File: src/rtl/jse_pkg.sv
package jse_pkg;

  localparam int unsigned ByteW = 8;
  localparam int unsigned IdxW  = 3;

  localparam logic [ByteW-1:0] CtrlLimit   = 8'd31;
  localparam logic [ByteW-1:0] ChBackslash = 8'h5C;
  localparam logic [ByteW-1:0] ChDquote    = 8'h22;
  localparam logic [ByteW-1:0] ChSquote    = 8'h27;
  localparam logic [ByteW-1:0] ChBs        = 8'h08;
  localparam logic [ByteW-1:0] ChFf        = 8'h0C;
  localparam logic [ByteW-1:0] ChLf        = 8'h0A;
  localparam logic [ByteW-1:0] ChCr        = 8'h0D;
  localparam logic [ByteW-1:0] ChTab       = 8'h09;
  localparam logic [ByteW-1:0] ChLowerU    = 8'h75;
  localparam logic [ByteW-1:0] ChZero      = 8'h30;

  localparam logic [IdxW-1:0] LastPlain   = 3'd0;
  localparam logic [IdxW-1:0] LastPair    = 3'd1;
  localparam logic [IdxW-1:0] LastUnicode = 3'd5;

  typedef enum logic [1:0] {
    KIND_PLAIN,
    KIND_PAIR,
    KIND_UNICODE
  } kind_e;

  typedef logic [ByteW-1:0] byte_t;
  typedef logic [IdxW-1:0]  idx_t;

  function automatic kind_e classify(input byte_t c, input logic apos_sel);
    byte_t quote;
    quote = apos_sel ? ChSquote : ChDquote;
    if (c == ChBackslash || c == quote) begin
      return KIND_PAIR;
    end else if (c > CtrlLimit) begin
      return KIND_PLAIN;
    end else if (c == ChBs || c == ChFf || c == ChLf || c == ChCr || c == ChTab) begin
      return KIND_PAIR;
    end else begin
      return KIND_UNICODE;
    end
  endfunction

  function automatic idx_t last_idx(input kind_e kind);
    idx_t r;
    unique case (kind)
      KIND_PLAIN:   r = LastPlain;
      KIND_PAIR:    r = LastPair;
      KIND_UNICODE: r = LastUnicode;
      default:      r = LastPlain;
    endcase
    return r;
  endfunction

  function automatic byte_t hex_digit(input logic [3:0] nib);
    byte_t r;
    if (nib < 4'd10) begin
      r = ChZero + {4'd0, nib};
    end else begin
      r = 8'h61 + {4'd0, nib - 4'd10};
    end
    return r;
  endfunction

  function automatic byte_t pair_second(input byte_t c);
    byte_t r;
    unique case (c)
      ChBs:    r = 8'h62;
      ChFf:    r = 8'h66;
      ChLf:    r = 8'h6E;
      ChCr:    r = 8'h72;
      ChTab:   r = 8'h74;
      default: r = c;
    endcase
    return r;
  endfunction

  function automatic byte_t esc_byte(input kind_e kind, input byte_t c, input idx_t idx);
    byte_t r;
    r = c;
    if (kind == KIND_PLAIN) begin
      r = c;
    end else if (idx == '0) begin
      r = ChBackslash;
    end else if (kind == KIND_PAIR) begin
      r = pair_second(c);
    end else begin
      unique case (idx)
        3'd1:    r = ChLowerU;
        3'd2:    r = ChZero;
        3'd3:    r = ChZero;
        3'd4:    r = hex_digit(c[7:4]);
        3'd5:    r = hex_digit(c[3:0]);
        default: r = ChZero;
      endcase
    end
    return r;
  endfunction

endpackage

File: src/rtl/jse_in_if.sv
interface jse_in_if;
  logic                    valid;
  logic                    ready;
  logic [jse_pkg::ByteW-1:0] in_byte;
  logic                    string_end;

  modport source (output valid, output in_byte, output string_end, input ready);
  modport sink (input valid, input in_byte, input string_end, output ready);
endinterface

File: src/rtl/jse_out_if.sv
interface jse_out_if;
  logic                    valid;
  logic                    ready;
  logic [jse_pkg::ByteW-1:0] out_byte;
  logic                    run_last;
  logic                    string_last;

  modport source (output valid, output out_byte, output run_last, output string_last,
                  input ready);
  modport sink (input valid, input out_byte, input run_last, input string_last,
                output ready);
endinterface

File: src/rtl/json_string_escaper_unit.sv
// Each accepted item is held in the item register; a new item is taken as its last byte is emitted.
// One output byte per cycle while out_o.ready does not stall the output; a plain byte gives one
// byte, a two-byte escape two bytes and a \u escape six, set by the escape length of the held item.
// Reset (rst_ni low, asynchronous) empties the item and output registers and clears
// the quote mode to 0.
module json_string_escaper_unit (
  input  logic clk_i,
  input  logic rst_ni,
  input  logic cfg_we_i,
  input  logic cfg_data_i,
  jse_in_if.sink    in_i,
  jse_out_if.source out_o
);
  import jse_pkg::*;

  logic  mode_q;
  logic  hold_q;
  byte_t byte_q;
  logic  end_q;
  idx_t  idx_q, idx_d;
  logic  ov_q;
  byte_t ob_q;
  logic  orl_q;
  logic  osl_q;

  kind_e kind;
  idx_t  last;
  logic  advance;
  logic  emit;
  logic  run_done;
  logic  in_acc;

  assign kind     = classify(byte_q, mode_q);
  assign last     = last_idx(kind);
  assign advance  = !ov_q || out_o.ready;
  assign emit     = hold_q && advance;
  assign run_done = (idx_q == last);
  assign in_i.ready = !hold_q || (emit && run_done);
  assign in_acc   = in_i.valid && in_i.ready;
  assign idx_d    = in_acc ? '0 : ((emit && !run_done) ? idx_q + 3'd1 : idx_q);

  always_ff @(posedge clk_i or negedge rst_ni) begin
    if (!rst_ni) begin
      mode_q <= 1'b0;
    end else if (cfg_we_i) begin
      mode_q <= cfg_data_i;
    end
  end

  always_ff @(posedge clk_i or negedge rst_ni) begin
    if (!rst_ni) begin
      hold_q <= 1'b0;
      idx_q  <= '0;
    end else begin
      idx_q <= idx_d;
      if (in_acc) begin
        hold_q <= 1'b1;
      end else if (emit && run_done) begin
        hold_q <= 1'b0;
      end
    end
  end

  always_ff @(posedge clk_i) begin
    if (in_acc) begin
      byte_q <= in_i.in_byte;
      end_q  <= in_i.string_end;
    end
  end

  always_ff @(posedge clk_i or negedge rst_ni) begin
    if (!rst_ni) begin
      ov_q <= 1'b0;
    end else if (advance) begin
      ov_q <= emit;
    end
  end

  always_ff @(posedge clk_i) begin
    if (emit) begin
      ob_q  <= esc_byte(kind, byte_q, idx_q);
      orl_q <= run_done;
      osl_q <= run_done && end_q;
    end
  end

  assign out_o.valid       = ov_q;
  assign out_o.out_byte    = ob_q;
  assign out_o.run_last    = orl_q;
  assign out_o.string_last = osl_q;

  a_idx_range: assert property (@(posedge clk_i) disable iff (!rst_ni)
    hold_q |-> (idx_q <= last))
    else $error("escape index past run end");

  a_str_run: assert property (@(posedge clk_i) disable iff (!rst_ni)
    (ov_q && osl_q) |-> orl_q)
    else $error("string_last without run_last");

  a_stall_hold: assert property (@(posedge clk_i) disable iff (!rst_ni)
    (hold_q && !emit) |=> (hold_q && $stable(byte_q) && $stable(idx_q)))
    else $error("held item changed while stalled");

  a_accept_fill: assert property (@(posedge clk_i) disable iff (!rst_ni)
    in_acc |=> (hold_q && idx_q == '0))
    else $error("accepted item not loaded");

  a_emit_out: assert property (@(posedge clk_i) disable iff (!rst_ni)
    emit |=> ov_q)
    else $error("emitted byte lost");

endmodule

File: src/flat_wrapper.sv
// flat-port wrapper written by rule: the top's interface ports become plain ports
module json_string_escaper_unit_flat import jse_pkg::*;
  (clk_i, rst_ni, cfg_we_i, cfg_data_i, in_i_valid, in_i_in_byte, in_i_string_end, in_i_ready, out_o_valid, out_o_out_byte, out_o_run_last, out_o_string_last, out_o_ready);
  jse_in_if in_i_i ();
  jse_out_if out_o_i ();
  input  logic clk_i;
  input  logic rst_ni;
  input  logic cfg_we_i;
  input  logic cfg_data_i;
  input wire logic [$bits(in_i_i.valid)-1:0] in_i_valid;
  input wire logic [$bits(in_i_i.in_byte)-1:0] in_i_in_byte;
  input wire logic [$bits(in_i_i.string_end)-1:0] in_i_string_end;
  output wire logic [$bits(in_i_i.ready)-1:0] in_i_ready;
  output wire logic [$bits(out_o_i.valid)-1:0] out_o_valid;
  output wire logic [$bits(out_o_i.out_byte)-1:0] out_o_out_byte;
  output wire logic [$bits(out_o_i.run_last)-1:0] out_o_run_last;
  output wire logic [$bits(out_o_i.string_last)-1:0] out_o_string_last;
  input wire logic [$bits(out_o_i.ready)-1:0] out_o_ready;
  assign in_i_i.valid = in_i_valid;
  assign in_i_i.in_byte = in_i_in_byte;
  assign in_i_i.string_end = in_i_string_end;
  assign in_i_ready = in_i_i.ready;
  assign out_o_valid = out_o_i.valid;
  assign out_o_out_byte = out_o_i.out_byte;
  assign out_o_run_last = out_o_i.run_last;
  assign out_o_string_last = out_o_i.string_last;
  assign out_o_i.ready = out_o_ready;
  json_string_escaper_unit u_core (.clk_i(clk_i), .rst_ni(rst_ni), .cfg_we_i(cfg_we_i), .cfg_data_i(cfg_data_i), .in_i(in_i_i), .out_o(out_o_i));
endmodule
File: config.mk
export PLATFORM = sky130hd
export DESIGN_NAME = json_string_escaper_unit_flat
export DESIGN_NICKNAME = d
export VERILOG_FILES = /design/src/rtl/jse_pkg.sv /design/src/rtl/jse_in_if.sv /design/src/rtl/jse_out_if.sv /design/src/rtl/json_string_escaper_unit.sv /design/src/flat_wrapper.sv
export SDC_FILE = /design/constraint.sdc
export NUM_CORES = 1
export LEC_CHECK = 0
export BUFFER_PORTS_ARGS = -buffer_cell sky130_fd_sc_hd__buf_2
export CAP_MARGIN = 10
export CORE_MARGIN = 5
export CORE_UTILIZATION = 30
export DETAILED_ROUTE_END_ITERATION = 16
export PLACE_DENSITY = 0.59
export SYNTH_ARGS = -nofsm -noshare
export SYNTH_HDL_FRONTEND = slang
export SYNTH_SLANG_ARGS = --single-unit
File: constraint.sdc
create_clock -name clk_i -period 9.5 [get_ports clk_i]
set_clock_uncertainty 0.1 [all_clocks]
set_input_delay 0.475 -clock clk_i [delete_from_list [all_inputs] [get_ports clk_i]]
set_output_delay 0.475 -clock clk_i [all_outputs]
set_load 0.005 [all_outputs]
==> flow_summary.ini <==
[timing]
max_slew_margin_pct = 67.80
final-hold-violation-count = 0
drv_slew = 0
finalHoldWorstSlack_ps = 281.4
finalCritPeriodShare_pct = 38.98
setup_violations = 0
max_freq_mhz = 270.0
rsz0062_at_grt = no
min_period_ps = 3704
setup_tns_ps = 0
tightestPinTransition_ps = 483.0

[logic_synthesis]
ys_types = 55
syn_area_um2 = 1819
synth-edff-count = 19
yosys_warnings = 0
synth-seq-cells = 25
syn_nets = 210
dominantRegCellSynth = edfxtp_1
synthCells = 178
synth-seq-area-share_pct = 39.61
avgSynthCellArea_um2 = 10.22
synthArstFlopShare_pct = 24.00

[worst_setup_path]
start_kind = flip-flop
crit_chain = inv_1, ha_1, and3_1, nand2_1, a211oi_2, nand2_1, or2_1, ha_1, xnor2_1, nor3_4, nand2_1, nand2_1, buf_2
path_buf_inv = 2
slowest_delay_ps = 520
required_ps = 8930
critPathTopFamily = simple AND/OR/NAND/NOR gates
critPathKind = flip-flop to output pin
endpoint_kind = output pin
worstPathArrival_ps = 3130
crit_fanout = 8
cp_common_cell = nand2_1
critPathSlowestCell = edfxtp_1

[placed_design]
port_buffers = 26
place_area_um2 = 1982
hpwlAfterDp_um = 2963
gp_congestion = 0.8627

[final_layout]
fillCellCount = 600
finalInstanceArea_um2 = 2037
drive_gt1_share_pct = 22.00
nets = 233
syn2layout_area_growth_pct = 11.97
antennaDiodeCount = 0

[clock_network]
htree_levels = 1
root_buffer = clkbuf_8
clock-sinks = 25
cts_tree = done
insertion_delay_ps = 260
cts_buffer_depth = 2
clk_pin_slew_worst_paths_ps = 80
ctsResizeCount = 0
numCtsBuffers = 3

[pwr]
switching_power_uw = 185.5
ir_drop_uv = 90.57
comb_power_share_pct = 43.6
clockPowerShare_pct = 13.4
power_frac_seq_pct = 43.0
internal_power_uw = 275.6
p_sw_share_pct = 40.24
p_leak_nw = 0.8325
pwr_density_cell_nw_per_um2 = 226.4

[routing]
wirelength_um = 3784
vias = 1357
dr.pass1.iters = 4
via_per_inst = 4.935
drtIter0Drc = 156
ant_nets = 0
remaining_drc_errors = 0
wl_per_cell_um = 13.76

[run]
maxCapViolations = 0

[die]
dieWidth_um = 87.87
num_rows = 28
core_um2 = 5921
die_height_um = 87.87
io_pins = 27
die-area_um2 = 7721
start_util_pct = 30.73

[outcome]
outcome = finished clean

[global_route]
grt_pass1_wl_um = 6147
overflow = 0
grt_pass1_vias = 1329
grt_max_degree = 14
track_usage_pct = 10.05
grt_antenna_before_repair = 0

[worst_hold_path]
min_path_type = primary input to flip-flop
repair_timing:
action                    4_1_cts  5_1_grt
hold endpoints to repair        6        0
buffers inserted                0        0
hold buffers                    1        0
Yosys cell counts, types with 2 or more instances:
master	n	share of area, %
nor3_1	3	0.83
o2111ai_1	2	0.96
o21ai_0	6	1.7
dfrtp_1	6	8.3
nor2_1	8	1.7
a211oi_1	3	1.2
edfxtp_1	19	31
buf_2	4	1.1
o31ai_1	3	1.2
nand2_1	19	3.9
a21oi_2	2	0.96
a21o_1	3	1.2
a211o_1	2	0.96
a21oi_1	14	3.9
nor3b_1	2	0.83
and2_1	2	0.69
and3_1	3	1.0
nand2b_1	2	0.69
a31oi_1	3	1.0
nor2b_1	2	0.69
xnor2_1	3	1.4
inv_1	12	2.5
ha_1	17	12
xor2_1	4	1.9
buf_4	3	1.2
nand3_1	2	0.55
flip-flops by register name, indices dropped and copies added (netlist names):
name                      flops
u_core.end_q                  1
u_core.out_o.run_last         1
u_core.out_o.valid            1
u_core.out_o.out_byte         8
u_core.byte_q                 8
u_core.hold_q                 1
u_core.idx_q                  3
u_core.mode_q                 1
u_core.out_o.string_last      1
power by group through the flow:
stage / Sequential [mW] / Clock (mW) / Combinational, mW
3_5_place_dp: 0.201 / 0 / 0.201
4_1_cts: 0.198 / 0.0643 / 0.202
2_1_floorplan: 0.185 / 0 / 0.161
3_3_place_gp: 0.201 / 0 / 0.201
5_1_grt: 0.204 / 0.0684 / 0.225
6_report: 0.198 / 0.0617 / 0.201
metrics by stage:
step                      total power [mW]  utilization [%]  instances  worst slack, ps
after floorplan                     0.3456                -        178             6302
after global placement              0.4012            33.47        270             6043
after detailed placement            0.4013            33.47        270             5961
after CTS                           0.4644            34.40        275             5771
after global routing                0.4974            34.40        275             5578
final                               0.4611            34.40        275             5797
cells by family after synthesis:
kind of cell,count (synthesis),synth area share (%)
flip-flops,25,39.61
XOR/XNOR,7,3.370
adder cells (fa/ha/maj),17,11.69
AO/OA/AOI/OAI,56,23.93
multiplexers,1,0.6189
AND/OR/NAND/NOR,50,14.72
buffers and inverters,22,6.052
final timing paths:
| path | startpoint | to | slack [ps] | depth (start not counted) |
|---|---|---|---|---|
| setup reg to reg | u_core.byte_q[5] | u_core.byte_q[0] | 5940 | 13 |
| hold / removal | in_i_in_byte[2] | u_core.byte_q[2] | 280 | 1 |
| hold reg to reg | u_core.end_q | u_core.out_o.string_last | 450 | 1 |
| min in group asynchronous | rst_ni | u_core.idx_q[0] | 460 | 2 |
| setup / recovery | u_core.byte_q[5] | in_i_ready | 5800 | 13 |
| max in group asynchronous | rst_ni | u_core.idx_q[1] | 8690 | 2 |
final cells by class:
type,instances,area (um^2),area share [%]
clock buffer,4,45.04,2.211
inverter,13,48.80,2.396
multi-input combinational,131,988.4,48.53
sequential,25,720.7,35.38
tap,75,93.84,4.607
timing repair buffer,27,140.1,6.880
routing by layer:
metal / wire [um] / up-vias / global-route usage [%]
met4: 41 / 0 / 1.674
li1: - / 695 / -
met2: 1622 / 49 / 15.62
met1: 1877 / 609 / 14.32
met5: 0 / - / 0
met3: 243 / 4 / 2.540
layout by cell type (no fill, tap or decap), drive strengths merged, types with 2 or more instances in the layout:
cell type  Yosys  routed
buf            8      26
nand2         19      19
edfxtp        19      19
ha            17      17
a21oi         16      16
inv           13      13
nor2           8       8
o21ai          8       8
dfrtp          6       6
xor2           4       4
nor3           4       4
a21o           4       4
a31oi          4       4
o31ai          4       4
a211oi         4       4
clkbuf         1       4
and3           3       3
xnor2          3       3
nor2b          3       3
nand3          2       2
o2111ai        2       2
nand2b         2       2
and2           2       2
nor3b          2       2
a211o          2       2
a221oi         2       2
(Power assumes the default switching activity.)
